## src/design/salloc_pkg.sv

```systemverilog
// ----------------------------------------------------------------------------
// salloc_pkg
// Shared types and constants of the stack allocator with its free table.
// ----------------------------------------------------------------------------
package salloc_pkg;

    // free table and address space
    localparam int FREE_SLOTS = 16;
    localparam int ADDR_BITS  = 16;
    localparam int SLOT_BITS  = (FREE_SLOTS > 1) ? $clog2(FREE_SLOTS) : 1;
    localparam int CNT_BITS   = $clog2(FREE_SLOTS + 1);

    // field widths
    localparam int OFF_W  = 16;
    localparam int SIZE_W = 17;

    // largest usable arena, one bit wider than a size
    localparam logic [SIZE_W:0] ARENA_CAP = (SIZE_W + 1)'(64'd1 << ADDR_BITS);

    // reset value of the arena size register
    localparam logic [SIZE_W-1:0] ARENA_RESET = SIZE_W'(65536);

    // operation codes
    typedef enum logic [1:0] {
        OP_ALLOC  = 2'd0,
        OP_FREE   = 2'd1,
        OP_RESIZE = 2'd2
    } op_t;

    // result status codes
    typedef enum logic [1:0] {
        ST_OK   = 2'd0,
        ST_OOM  = 2'd1,
        ST_FULL = 2'd2
    } status_t;

    // controller states
    typedef enum logic [2:0] {
        S_IDLE,
        S_DECIDE,
        S_SEARCH,
        S_COMPACT,
        S_BUMP,
        S_FREE,
        S_DONE
    } state_t;

    // one request word
    typedef struct packed {
        op_t                op;
        logic [OFF_W-1:0]   boff;
        logic [SIZE_W-1:0]  bsize;
        logic [SIZE_W-1:0]  req;
    } item_t;

    // one result word
    typedef struct packed {
        status_t            status;
        logic [OFF_W-1:0]   off;
        logic [SIZE_W-1:0]  size;
        logic               moved;
    } res_t;

    // one free table entry
    typedef struct packed {
        logic [OFF_W-1:0]   base;
        logic [SIZE_W-1:0]  len;
    } entry_t;

    // free table access from the controller
    typedef struct packed {
        logic               we;
        logic [SLOT_BITS-1:0] waddr;
        entry_t             wdata;
        logic [SLOT_BITS-1:0] raddr;
    } ram_req_t;

endpackage

```

## src/design/salloc_ram.sv

```systemverilog
// ----------------------------------------------------------------------------
// salloc_ram
// Generic single write port, single read port RAM with registered read data.
// ----------------------------------------------------------------------------
module salloc_ram #(
    parameter int WIDTH = 8,
    parameter int DEPTH = 16
) (
    input  logic                                   aclk,
    input  logic                                   we,
    input  logic [((DEPTH > 1) ? $clog2(DEPTH) : 1)-1:0] waddr,
    input  logic [WIDTH-1:0]                       wdata,
    input  logic [((DEPTH > 1) ? $clog2(DEPTH) : 1)-1:0] raddr,
    output logic [WIDTH-1:0]                       rdata
);

    logic [WIDTH-1:0] mem_reg [DEPTH];

    // write port
    always_ff @(posedge aclk) begin
        if (we) begin
            mem_reg[waddr] <= wdata;
        end
    end

    // registered read port
    always_ff @(posedge aclk) begin
        rdata <= mem_reg[raddr];
    end

endmodule

```

## src/design/salloc_ctrl.sv

```systemverilog
// ----------------------------------------------------------------------------
// salloc_ctrl
// Allocation sequencer: decodes a request, scans the free table newest first,
// closes the gap after a taken entry, bumps or trims the top and releases.
// ----------------------------------------------------------------------------
module salloc_ctrl (
    input  logic                        aclk,
    input  logic                        aresetn,
    // request side
    input  logic                        in_valid,
    output logic                        in_ready,
    input  salloc_pkg::item_t           in_item,
    // arena limit from configuration
    input  logic [salloc_pkg::SIZE_W-1:0] arena_limit,
    // result side
    output logic                        res_valid,
    input  logic                        res_ready,
    output salloc_pkg::res_t            res,
    // free table RAM
    output salloc_pkg::ram_req_t        ram_req,
    input  salloc_pkg::entry_t          ram_rdata
);

    import salloc_pkg::*;

    state_t                 state_reg, state_next;
    item_t                  item_reg, item_next;
    logic [SIZE_W-1:0]      top_reg, top_next;
    logic [CNT_BITS-1:0]    count_reg, count_next;
    logic [SLOT_BITS-1:0]   scan_reg, scan_next;
    logic                   reloc_reg, reloc_next;
    res_t                   res_reg, res_next;

    logic [SIZE_W:0]        at_top_sum;
    logic                   at_top;
    logic [SIZE_W:0]        bump_sum;
    logic                   bump_fail;
    logic [SIZE_W:0]        resize_sum;
    logic                   resize_fail;
    logic [SLOT_BITS-1:0]   last_idx;
    logic                   table_full;
    logic                   hit;
    logic                   scan_is_last;
    logic                   next_is_last;

    // arithmetic on the request and the top
    assign at_top_sum  = {1'b0, SIZE_W'(item_reg.boff)} + {1'b0, item_reg.bsize};
    assign at_top      = (at_top_sum == {1'b0, top_reg});
    assign bump_sum    = {1'b0, top_reg} + {1'b0, item_reg.req};
    assign bump_fail   = (bump_sum > {1'b0, arena_limit});
    assign resize_sum  = {1'b0, SIZE_W'(item_reg.boff)} + {1'b0, item_reg.req};
    assign resize_fail = (resize_sum > {1'b0, arena_limit});

    // free table bookkeeping, newest entry at the highest used slot
    assign last_idx     = SLOT_BITS'(count_reg - CNT_BITS'(1));
    assign table_full   = (count_reg == CNT_BITS'(FREE_SLOTS));
    assign hit          = (ram_rdata.len >= item_reg.req);
    assign scan_is_last = (scan_reg == last_idx);
    assign next_is_last = (({1'b0, scan_reg} + (SLOT_BITS + 1)'(1)) == {1'b0, last_idx});

    assign in_ready  = (state_reg == S_IDLE);
    assign res_valid = (state_reg == S_DONE);
    assign res       = res_reg;

    // state and datapath registers
    always_ff @(posedge aclk) begin
        if (!aresetn) begin
            state_reg <= S_IDLE;
            top_reg   <= '0;
            count_reg <= '0;
        end else begin
            state_reg <= state_next;
            top_reg   <= top_next;
            count_reg <= count_next;
        end
    end

    always_ff @(posedge aclk) begin
        item_reg  <= item_next;
        scan_reg  <= scan_next;
        reloc_reg <= reloc_next;
        res_reg   <= res_next;
    end

    // next state, table access and result
    always_comb begin
        state_next    = state_reg;
        item_next     = item_reg;
        top_next      = top_reg;
        count_next    = count_reg;
        scan_next     = scan_reg;
        reloc_next    = reloc_reg;
        res_next      = res_reg;
        ram_req.we    = 1'b0;
        ram_req.waddr = count_reg[SLOT_BITS-1:0];
        ram_req.wdata = ram_rdata;
        ram_req.raddr = scan_reg;

        case (state_reg)
            S_IDLE: begin
                if (in_valid) begin
                    item_next  = in_item;
                    state_next = S_DECIDE;
                end
            end

            S_DECIDE: begin
                res_next        = '0;
                res_next.status = ST_OK;
                reloc_next      = 1'b0;
                state_next      = S_DONE;
                case (item_reg.op)
                    OP_ALLOC: begin
                        state_next = S_BUMP;
                    end
                    OP_FREE: begin
                        state_next = S_FREE;
                    end
                    OP_RESIZE: begin
                        if (item_reg.req == item_reg.bsize) begin
                            res_next.off  = item_reg.boff;
                            res_next.size = item_reg.bsize;
                        end else if (item_reg.req == '0) begin
                            state_next = S_FREE;
                        end else if (item_reg.bsize == '0) begin
                            state_next = S_BUMP;
                        end else if (at_top) begin
                            res_next.off = item_reg.boff;
                            if (resize_fail) begin
                                res_next.status = ST_OOM;
                                res_next.size   = item_reg.bsize;
                            end else begin
                                top_next      = resize_sum[SIZE_W-1:0];
                                res_next.size = item_reg.req;
                            end
                        end else begin
                            reloc_next = 1'b1;
                            state_next = S_BUMP;
                        end
                    end
                    default: begin
                        state_next = S_DONE;
                    end
                endcase
                // an allocation with entries in the table scans first
                if (state_next == S_BUMP && count_reg != '0) begin
                    scan_next     = last_idx;
                    ram_req.raddr = last_idx;
                    state_next    = S_SEARCH;
                end
            end

            // read data belongs to the slot in scan_reg
            S_SEARCH: begin
                if (hit) begin
                    res_next.status = ST_OK;
                    res_next.off    = ram_rdata.base;
                    res_next.size   = ram_rdata.len;
                    res_next.moved  = reloc_reg;
                    if (scan_is_last) begin
                        count_next = count_reg - CNT_BITS'(1);
                        state_next = reloc_reg ? S_FREE : S_DONE;
                    end else begin
                        ram_req.raddr = SLOT_BITS'({1'b0, scan_reg} + (SLOT_BITS + 1)'(1));
                        state_next    = S_COMPACT;
                    end
                end else if (scan_reg == '0) begin
                    state_next = S_BUMP;
                end else begin
                    scan_next     = scan_reg - SLOT_BITS'(1);
                    ram_req.raddr = scan_reg - SLOT_BITS'(1);
                end
            end

            // move the entry above the gap down by one slot
            S_COMPACT: begin
                ram_req.we    = 1'b1;
                ram_req.waddr = scan_reg;
                ram_req.wdata = ram_rdata;
                if (next_is_last) begin
                    count_next = count_reg - CNT_BITS'(1);
                    state_next = reloc_reg ? S_FREE : S_DONE;
                end else begin
                    scan_next     = SLOT_BITS'({1'b0, scan_reg} + (SLOT_BITS + 1)'(1));
                    ram_req.raddr = SLOT_BITS'({1'b0, scan_reg} + (SLOT_BITS + 1)'(2));
                end
            end

            // fresh space from the top
            S_BUMP: begin
                if (bump_fail) begin
                    res_next.status = ST_OOM;
                    res_next.moved  = 1'b0;
                    if (reloc_reg) begin
                        res_next.off  = item_reg.boff;
                        res_next.size = item_reg.bsize;
                    end else begin
                        res_next.off  = '0;
                        res_next.size = '0;
                    end
                    state_next = S_DONE;
                end else begin
                    res_next.status = ST_OK;
                    res_next.off    = top_reg[OFF_W-1:0];
                    res_next.size   = item_reg.req;
                    res_next.moved  = reloc_reg;
                    top_next        = bump_sum[SIZE_W-1:0];
                    state_next      = reloc_reg ? S_FREE : S_DONE;
                end
            end

            // release the input block
            S_FREE: begin
                res_next.status = ST_OK;
                if (item_reg.bsize == '0) begin
                    res_next.status = ST_OK;
                end else if (at_top) begin
                    top_next = top_reg - item_reg.bsize;
                end else if (table_full) begin
                    res_next.status = ST_FULL;
                end else begin
                    ram_req.we         = 1'b1;
                    ram_req.waddr      = count_reg[SLOT_BITS-1:0];
                    ram_req.wdata.base = item_reg.boff;
                    ram_req.wdata.len  = item_reg.bsize;
                    count_next         = count_reg + CNT_BITS'(1);
                end
                state_next = S_DONE;
            end

            S_DONE: begin
                if (res_ready) begin
                    state_next = S_IDLE;
                end
            end

            default: begin
                state_next = S_IDLE;
            end
        endcase
    end

endmodule

```

## src/design/stack_allocator_with_free_list.sv

```systemverilog
// ----------------------------------------------------------------------------
// stack_allocator_with_free_list
// Arena allocator with a bump top pointer and a first-fit table of freed
// blocks; stream request and result channels and one configuration register.
// ----------------------------------------------------------------------------
// Handles one request at a time. A trivial request (same-size resize, unknown
// operation) or an in-place resize at the top goes from the decode state
// straight to the done state; a free passes through the free state on the way.
// An allocation reads free-table entries in the newest-first search, bumps
// the top when the table is empty or nothing fits, and shifts entries down to
// close the gap after a taken entry; a relocating resize then releases the old
// block in the free state. The search reads one entry per cycle and the shifts
// go entry by entry, since the free-table RAM has a single read port. A
// finished result waits in the output register while the next request is
// taken. No clearing pass is needed after reset.
module stack_allocator_with_free_list (
    input  logic        aclk,
    input  logic        aresetn,
    // request stream
    input  logic        s_tvalid,
    output logic        s_tready,
    input  logic [55:0] s_tdata,    // block_offset[15:0], block_size[32:16],
                                    // request_size[49:33], zero fill
    input  logic [1:0]  s_tuser,    // operation[1:0]
    // result stream
    output logic        m_tvalid,
    input  logic        m_tready,
    output logic [39:0] m_tdata,    // result_offset[15:0], result_size[32:16],
                                    // zero fill
    output logic [2:0]  m_tuser,    // status[1:0], moved[2]
    // configuration: arena_size
    input  logic        cfg_valid,
    output logic        cfg_ready,
    input  logic [16:0] cfg_data
);

    import salloc_pkg::*;

    logic [SIZE_W-1:0]  arena_size_reg;
    logic [SIZE_W-1:0]  arena_limit;
    item_t              in_item;
    logic               res_valid;
    logic               res_ready;
    res_t               res;
    ram_req_t           ram_req;
    entry_t             ram_rdata;
    logic               m_tvalid_reg;
    res_t               m_res_reg;

    // configuration register
    assign cfg_ready = 1'b1;

    always_ff @(posedge aclk) begin
        if (!aresetn) begin
            arena_size_reg <= ARENA_RESET;
        end else if (cfg_valid && cfg_ready) begin
            arena_size_reg <= cfg_data;
        end
    end

    // usable arena limit
    assign arena_limit = ({1'b0, arena_size_reg} > ARENA_CAP) ?
                         ARENA_CAP[SIZE_W-1:0] : arena_size_reg;

    // request word unpacking
    assign in_item.op    = op_t'(s_tuser);
    assign in_item.boff  = s_tdata[15:0];
    assign in_item.bsize = s_tdata[32:16];
    assign in_item.req   = s_tdata[49:33];

    salloc_ctrl u_ctrl (
        .aclk        (aclk),
        .aresetn     (aresetn),
        .in_valid    (s_tvalid),
        .in_ready    (s_tready),
        .in_item     (in_item),
        .arena_limit (arena_limit),
        .res_valid   (res_valid),
        .res_ready   (res_ready),
        .res         (res),
        .ram_req     (ram_req),
        .ram_rdata   (ram_rdata)
    );

    salloc_ram #(
        .WIDTH ($bits(entry_t)),
        .DEPTH (FREE_SLOTS)
    ) u_free_ram (
        .aclk  (aclk),
        .we    (ram_req.we),
        .waddr (ram_req.waddr),
        .wdata (ram_req.wdata),
        .raddr (ram_req.raddr),
        .rdata (ram_rdata)
    );

    // output register
    assign res_ready = !m_tvalid_reg || m_tready;

    always_ff @(posedge aclk) begin
        if (!aresetn) begin
            m_tvalid_reg <= 1'b0;
        end else if (res_valid && res_ready) begin
            m_tvalid_reg <= 1'b1;
        end else if (m_tready) begin
            m_tvalid_reg <= 1'b0;
        end
    end

    always_ff @(posedge aclk) begin
        if (res_valid && res_ready) begin
            m_res_reg <= res;
        end
    end

    assign m_tvalid = m_tvalid_reg;
    assign m_tdata  = {7'b0, m_res_reg.size, m_res_reg.off};
    assign m_tuser  = {m_res_reg.moved, m_res_reg.status};

    // one request in flight at a time
    a_one_in_flight: assert property (@(posedge aclk) disable iff (!aresetn)
        s_tvalid && s_tready |=> !s_tready)
        else $error("request taken while another is in flight");

    // a new output word always comes from a finished request
    a_out_from_ctrl: assert property (@(posedge aclk) disable iff (!aresetn)
        $rose(m_tvalid) |-> $past(res_valid))
        else $error("output word without a finished request");

    // a relocated block is never reported out of memory
    a_no_moved_oom: assert property (@(posedge aclk) disable iff (!aresetn)
        m_tvalid |-> !(m_tuser[2] && (m_tuser[1:0] == ST_OOM)))
        else $error("moved flag set on an out-of-memory result");

    // the controller holds its result until the output register takes it
    a_res_held: assert property (@(posedge aclk) disable iff (!aresetn)
        res_valid && !res_ready |=> res_valid && $stable(res))
        else $error("finished result changed before hand-off");

endmodule
```

## config.mk

```make
export PLATFORM = sky130hd
export DESIGN_NAME = stack_allocator_with_free_list
export DESIGN_NICKNAME = d
export VERILOG_FILES = /design/src/design/salloc_pkg.sv /design/src/design/salloc_ram.sv /design/src/design/salloc_ctrl.sv /design/src/design/stack_allocator_with_free_list.sv
export SDC_FILE = /design/constraint.sdc
export NUM_CORES = 1
export LEC_CHECK = 0
export ABC_AREA = 1
export BUFFER_PORTS_ARGS = -buffer_cell sky130_fd_sc_hd__buf_2
export CORE_MARGIN = 5
export CORE_UTILIZATION = 55
export CTS_CLUSTER_DIAMETER = 150
export DETAILED_ROUTE_END_ITERATION = 10
export GPL_TIMING_DRIVEN = 0
export PLACE_DENSITY_LB_ADDON = 0.2
export SLEW_MARGIN = 20
export SYNTH_ARGS = -nofsm -noshare
export SYNTH_HDL_FRONTEND = slang
export SYNTH_HIERARCHICAL = 1
export SYNTH_SLANG_ARGS = --single-unit
```

## constraint.sdc

```tcl
create_clock -name aclk -period 10.6 [get_ports aclk]
set_input_delay 2.12 -clock aclk [delete_from_list [all_inputs] [get_ports aclk]]
set_output_delay 2.12 -clock aclk [all_outputs]
set_load 0.01 [all_outputs]
```

Word-level counts from Yosys, hierarchy flattened
Memory sizes are Yosys's and may differ from the RTL's. A register that Yosys moved wholly into a read port is not among the register bits.
Index checks and enable logic that the tools add are counted.
{"block": "totals", "register_bits": 172, "mem_bits_rw": 528, "input_bits": 80, "output_inout_bits": 46, "word_cells": 159, "memories": 1}
{"name": "u_free_ram.mem_reg", "words": 16, "word_bits": 33, "read_ports": 1, "rd_ports_with_merged_regs": 1, "write_ports": 1, "line": "salloc_ram.sv:17", "source": "logic [WIDTH-1:0] mem_reg [DEPTH];"}
{"block": "classes", "add_sub_neg": 9, "n_lt_le_gt_ge": 4, "eq_ne": 33, "n_mux": 68, "n_bitwise": 1, "reduce_logical": 24}
{"op": "$mux 17", "n": 11}
{"op": "$mux 35", "n": 5}
{"op": "$mux 38", "n": 3}
{"op": "$pmux 34 s3", "n": 1}
{"op": "$pmux 38 s2", "n": 1}
{"op": "$mux 33", "n": 2}
{"op": "$pmux 17 s3", "n": 1}
{"op": "$add 16x17->18", "n": 2}
{"op": "$gt 18x17->1", "n": 2}
{"op": "$mux 3", "n": 12}
{"op": "$mux 36", "n": 1}
{"op": "$logic_not 17->1", "n": 2}
{"op": "$mux 5", "n": 6}
{"op": "$mux 4", "n": 7}
{"op": "$ne 2x2->1 const B", "n": 12}
{"op": "$pmux 4 s3", "n": 2}
{"op": "$pmux 3 s7", "n": 1}
{"op": "$add 17x17->18", "n": 1}
{"op": "$eq 18x17->1", "n": 1}
{"op": "$eq 17x17->1", "n": 1}
{"op": "$ge 17x17->1", "n": 1}
{"op": "$gt 17x17->1 const B", "n": 1}
{"op": "$sub 17x17->17", "n": 1}
{"op": "$pmux 5 s3", "n": 1}
{"op": "36 further kinds", "n": 61}

Depth between registers and ports, before layout
{"block": "depth", "depth_word": 12, "ltp_mapped": 33, "ltp_nobuf": 31}

Cells and area by module
Netlist, hierarchy kept.
{"module": "salloc_ram", "n_inst": 1, "cells_per_inst": 2185, "area_per_inst_um2": 23241.0, "seq_area_each_um2": 16515.8}
{"module": "salloc_ctrl", "n_inst": 1, "cells_per_inst": 1673, "area_per_inst_um2": 11866.4, "seq_area_each_um2": 3293.2}
{"module": "stack_allocator_with_free_list", "n_inst": 1, "cells_per_inst": 160, "area_per_inst_um2": 1994.4, "seq_area_each_um2": 1441.4}

Worst setup path before layout
No wires, ideal clock.
{"block": "synth_timing", "path_kind": "input-to-reg", "startpoint": "input s_tvalid", "endpoint": "register u_ctrl/item_reg[0] (netlist name), enable pin", "setup_ns": 0.462, "arrival_ns": 4.338, "required_time_ns": 10.138, "setup_slack_ns": 5.800, "path_stages": 2, "n_path_buf": 0, "cell_sequence": "inv_1 > nor2_1"}
{"block": "synth_between", "elab_chain_cells": 1}
{"element": "from (decl)", "line": "stack_allocator_with_free_list.sv:20", "source": "input logic s_tvalid,"}
{"element": "$reduce_and 2->1 (no source line)"}
{"element": "to (signal assigned)", "line": "salloc_ctrl.sv:79", "source": "item_reg <= item_next;"}
{"element": "to (decl)", "line": "salloc_ctrl.sv:27", "source": "item_t item_reg, item_next;"}
Every way passes these cells.
A chain may end at the register's enable or synchronous reset.

==> impl_metrics.yaml <==
route:
  ant_nets: 0
  via_per_inst: 5.74
  drt-total-wl_um: 121000
  drtPass1Iterations: 6
  vias: 29800
  wl_per_cell_um: 23.4
  drt_iter0_drc: 3610
  drc: 0
synth:
  ys_seq_area_share_pct: 57.3
  ys_async_sr_fraction_pct: 0
  post_synth.cell_area_avg_sq_um: 9.23
  synth_top_cells_by_count: "nand2_1, edfxtp_1, inv_1, nand3_1, o21ai_0"
  synth_area_sq_um: 37100
  synthTopCellsByArea: "edfxtp_1, nand2_1, nand3_1, inv_1, ha_1"
  synthCells: 4018
  synth_flop_cell: "edfxtp_1"
  ys_warn_count: 6
  yosys.cell_count.top_type: "nand2_1"
  synth_edf_count: 657
  synth-seq-cells: 733
  synth_cell_types: 59
  synth.top_cell.area_share_pct: 53.2
  synth.largest_area_cell: "edfxtp_1"
clocking:
  hold_buffers: 0
  tritoncts: "done"
  clock_latency_ns: 0.65
  post-cts-setup-buffers: 0
  cts_root_buffer: "clkbuf_16"
  clk_pin_slew_ns: 0.06
  cts_buffer_depth: 3
  numCtsBuffers: 77
  cts_sinks: 733
  htree_levels: 3
  ctsResizeCount: 0
layout:
  area_growth_pct: 13.8
  num-fill-cells: 5540
  drive_gt1_share_pct: 10.9
  finalNetCount: 4462
  largest_reg_flops: 528
  antenna-diode-count: 0
global_route:
  grt_pass1_wl_um: 176000
  track_usage_pct: 32.3
  grt_pass1_vias: 27800
  gr-total-overflow: 0
  grt_max_degree: 24
  antenna_found_initial: 1
sta:
  post-route-period-util_pct: 55.8
  fmax_mhz: 169
  whs_ns: 0.417
  relSlewSlack_pct: 25.0
  tightest_slew_ns: 1.13
  drv_slew: 0
  skew_ns: 0.0284
  rsz0062_at_grt: "no"
  setup_violations: 0
  setup_tns_ns: 0
  period_needed_ns: 5.91
  hold_viol: 0
critical_path:
  critical_path.endpoint_type: "flip-flop"
  critPathArrivalTime_ns: 6.47
  cp-start-kind: "flip-flop"
  path_max_fanout: 10
  criticalPathCategory: "flip-flop to flip-flop"
  worstPathRequired_ns: 11.16
floorplanning:
  fp.dieH_um: 270
  fp-row-count: 95
  die-area_sq_um: 72800
  start_util_pct: 55.3
  core-area_sq_um: 67000
  die_x_um: 270
  ios: 126
worst_hold_path:
  hold_class: "flip-flop to flip-flop"
placement:
  dp_hpwl_um: 89300
  gp_congestion: 1.00
  port_buffers: 111
run:
  drv_cap: 0
outcome:
  status: "complete, no violations"
==> cell usage in the layout, fill, tap and decap left out, drive strengths merged, types with 6 or more instances in the layout <==
cell and instances:
clkinv 33, edfxtp 657, dfxtp 76, buf 282
nor4 7, clkbuf 138, xor2 40, o21ai 179
o211ai 38, a32oi 16, nand2 1117, a31oi 8
inv 651, nor2 120, ha 123, conb 8
nand4 27, nor3 22, nand3b 6, a21oi 155
a211oi 8, or2 9, nand3 515, xnor2 26
a21o 8
==> metal layers <==
| layer | routed length (um) | share of wire [%] | vias up | track usage [%] |
|---|---|---|---|---|
| met4 | 8900 | 7.3 | 0 | 18.8 |
| met1 | 45300 | 37 | 13900 | 40.8 |
| li1 | - | - | 13800 | - |
| met3 | 11600 | 9.6 | 436 | 6.01 |
| met2 | 55400 | 46 | 1681 | 52.3 |
| met5 | 0 | 0 | - | 0 |
==> critical path: stages (launching register included) <==
cell	delay, ns
edfxtp_1	0.47
inv_1	0.29
fa_1	0.51
inv_1	0.09
nand2_1	0.09
nand2_1	0.09
nand3_1	0.09
nand2_1	0.15
nand2_1	0.09
nand2_1	0.07
nand2_1	0.05
nand2_1	0.11
nand3_1	0.10
nor2_1	0.10
nand2_1	0.07
nor2_2	0.25
nand3_2	0.28
nand2_2	0.31
nand2_2	0.10
nand3_2	0.14
nand2_1	0.08
nand3_1	0.08
nand3_1	0.06
clkbuf_1	0.33
inv_1	0.47
clkbuf_1	0.72
nand3_1	0.36
nand2_1	0.22
==> cell families after synthesis <==
family                   after synthesis  synth area share, %
AND/OR/NAND/NOR                     1828                 20.9
buffers and inverters                824                 9.01
flip-flops                           733                 57.3
AO/OA/AOI/OAI                        438                 6.83
adder cells (fa/ha/maj)              127                 4.36
XOR/XNOR                              66                 1.56
other                                  2               0.0202
==> worst paths after layout <==
| kind | from | to | slack [ns] | cells past startpoint |
|---|---|---|---|---|
| worst max register to register | u_ctrl/item_reg[18] | u_free_ram/rdata[8] | 4.69 | 27 |
| worst min-delay path | u_ctrl/res[30] | m_tdata[12] | 0.42 | 0 |
| worst max-delay path | u_ctrl/item_reg[18] | u_free_ram/rdata[8] | 4.69 | 27 |
| worst min register to register | u_ctrl/res[30] | m_tdata[12] | 0.42 | 0 |
==> metrics by stage <==
| step | utilization (%) | cell area (sq um) | worst slack [ns] | cells |
|---|---|---|---|---|
| after floorplan | - | 37100 | 5.80 | 4024 |
| after global placement | 57.8 | 38800 | 3.56 | 5008 |
| after detailed placement | 59.3 | 39700 | 5.04 | 5049 |
| after CTS | 63.0 | 42200 | 4.97 | 5185 |
| after global routing | 63.0 | 42200 | 4.50 | 5185 |
| final | 63.0 | 42200 | 4.69 | 5185 |
==> area by class of cell <==
| type | count | area [sq um] | area share [%] |
|---|---|---|---|
| sequential | 733 | 21300 | 50.3 |
| multi-input combinational | 2467 | 12700 | 30.2 |
| inverter | 650 | 2440 | 5.78 |
| clock buffer | 94 | 2000 | 4.74 |
| timing repair buffer | 152 | 1320 | 3.12 |
| tap | 873 | 1090 | 2.59 |
| buffer | 174 | 902 | 2.14 |
| clock inverter | 42 | 459 | 1.09 |
Power is left out: the tool's default activity adds up to more than one toggle a clock period on the data nets, which glitch-free logic cannot reach.
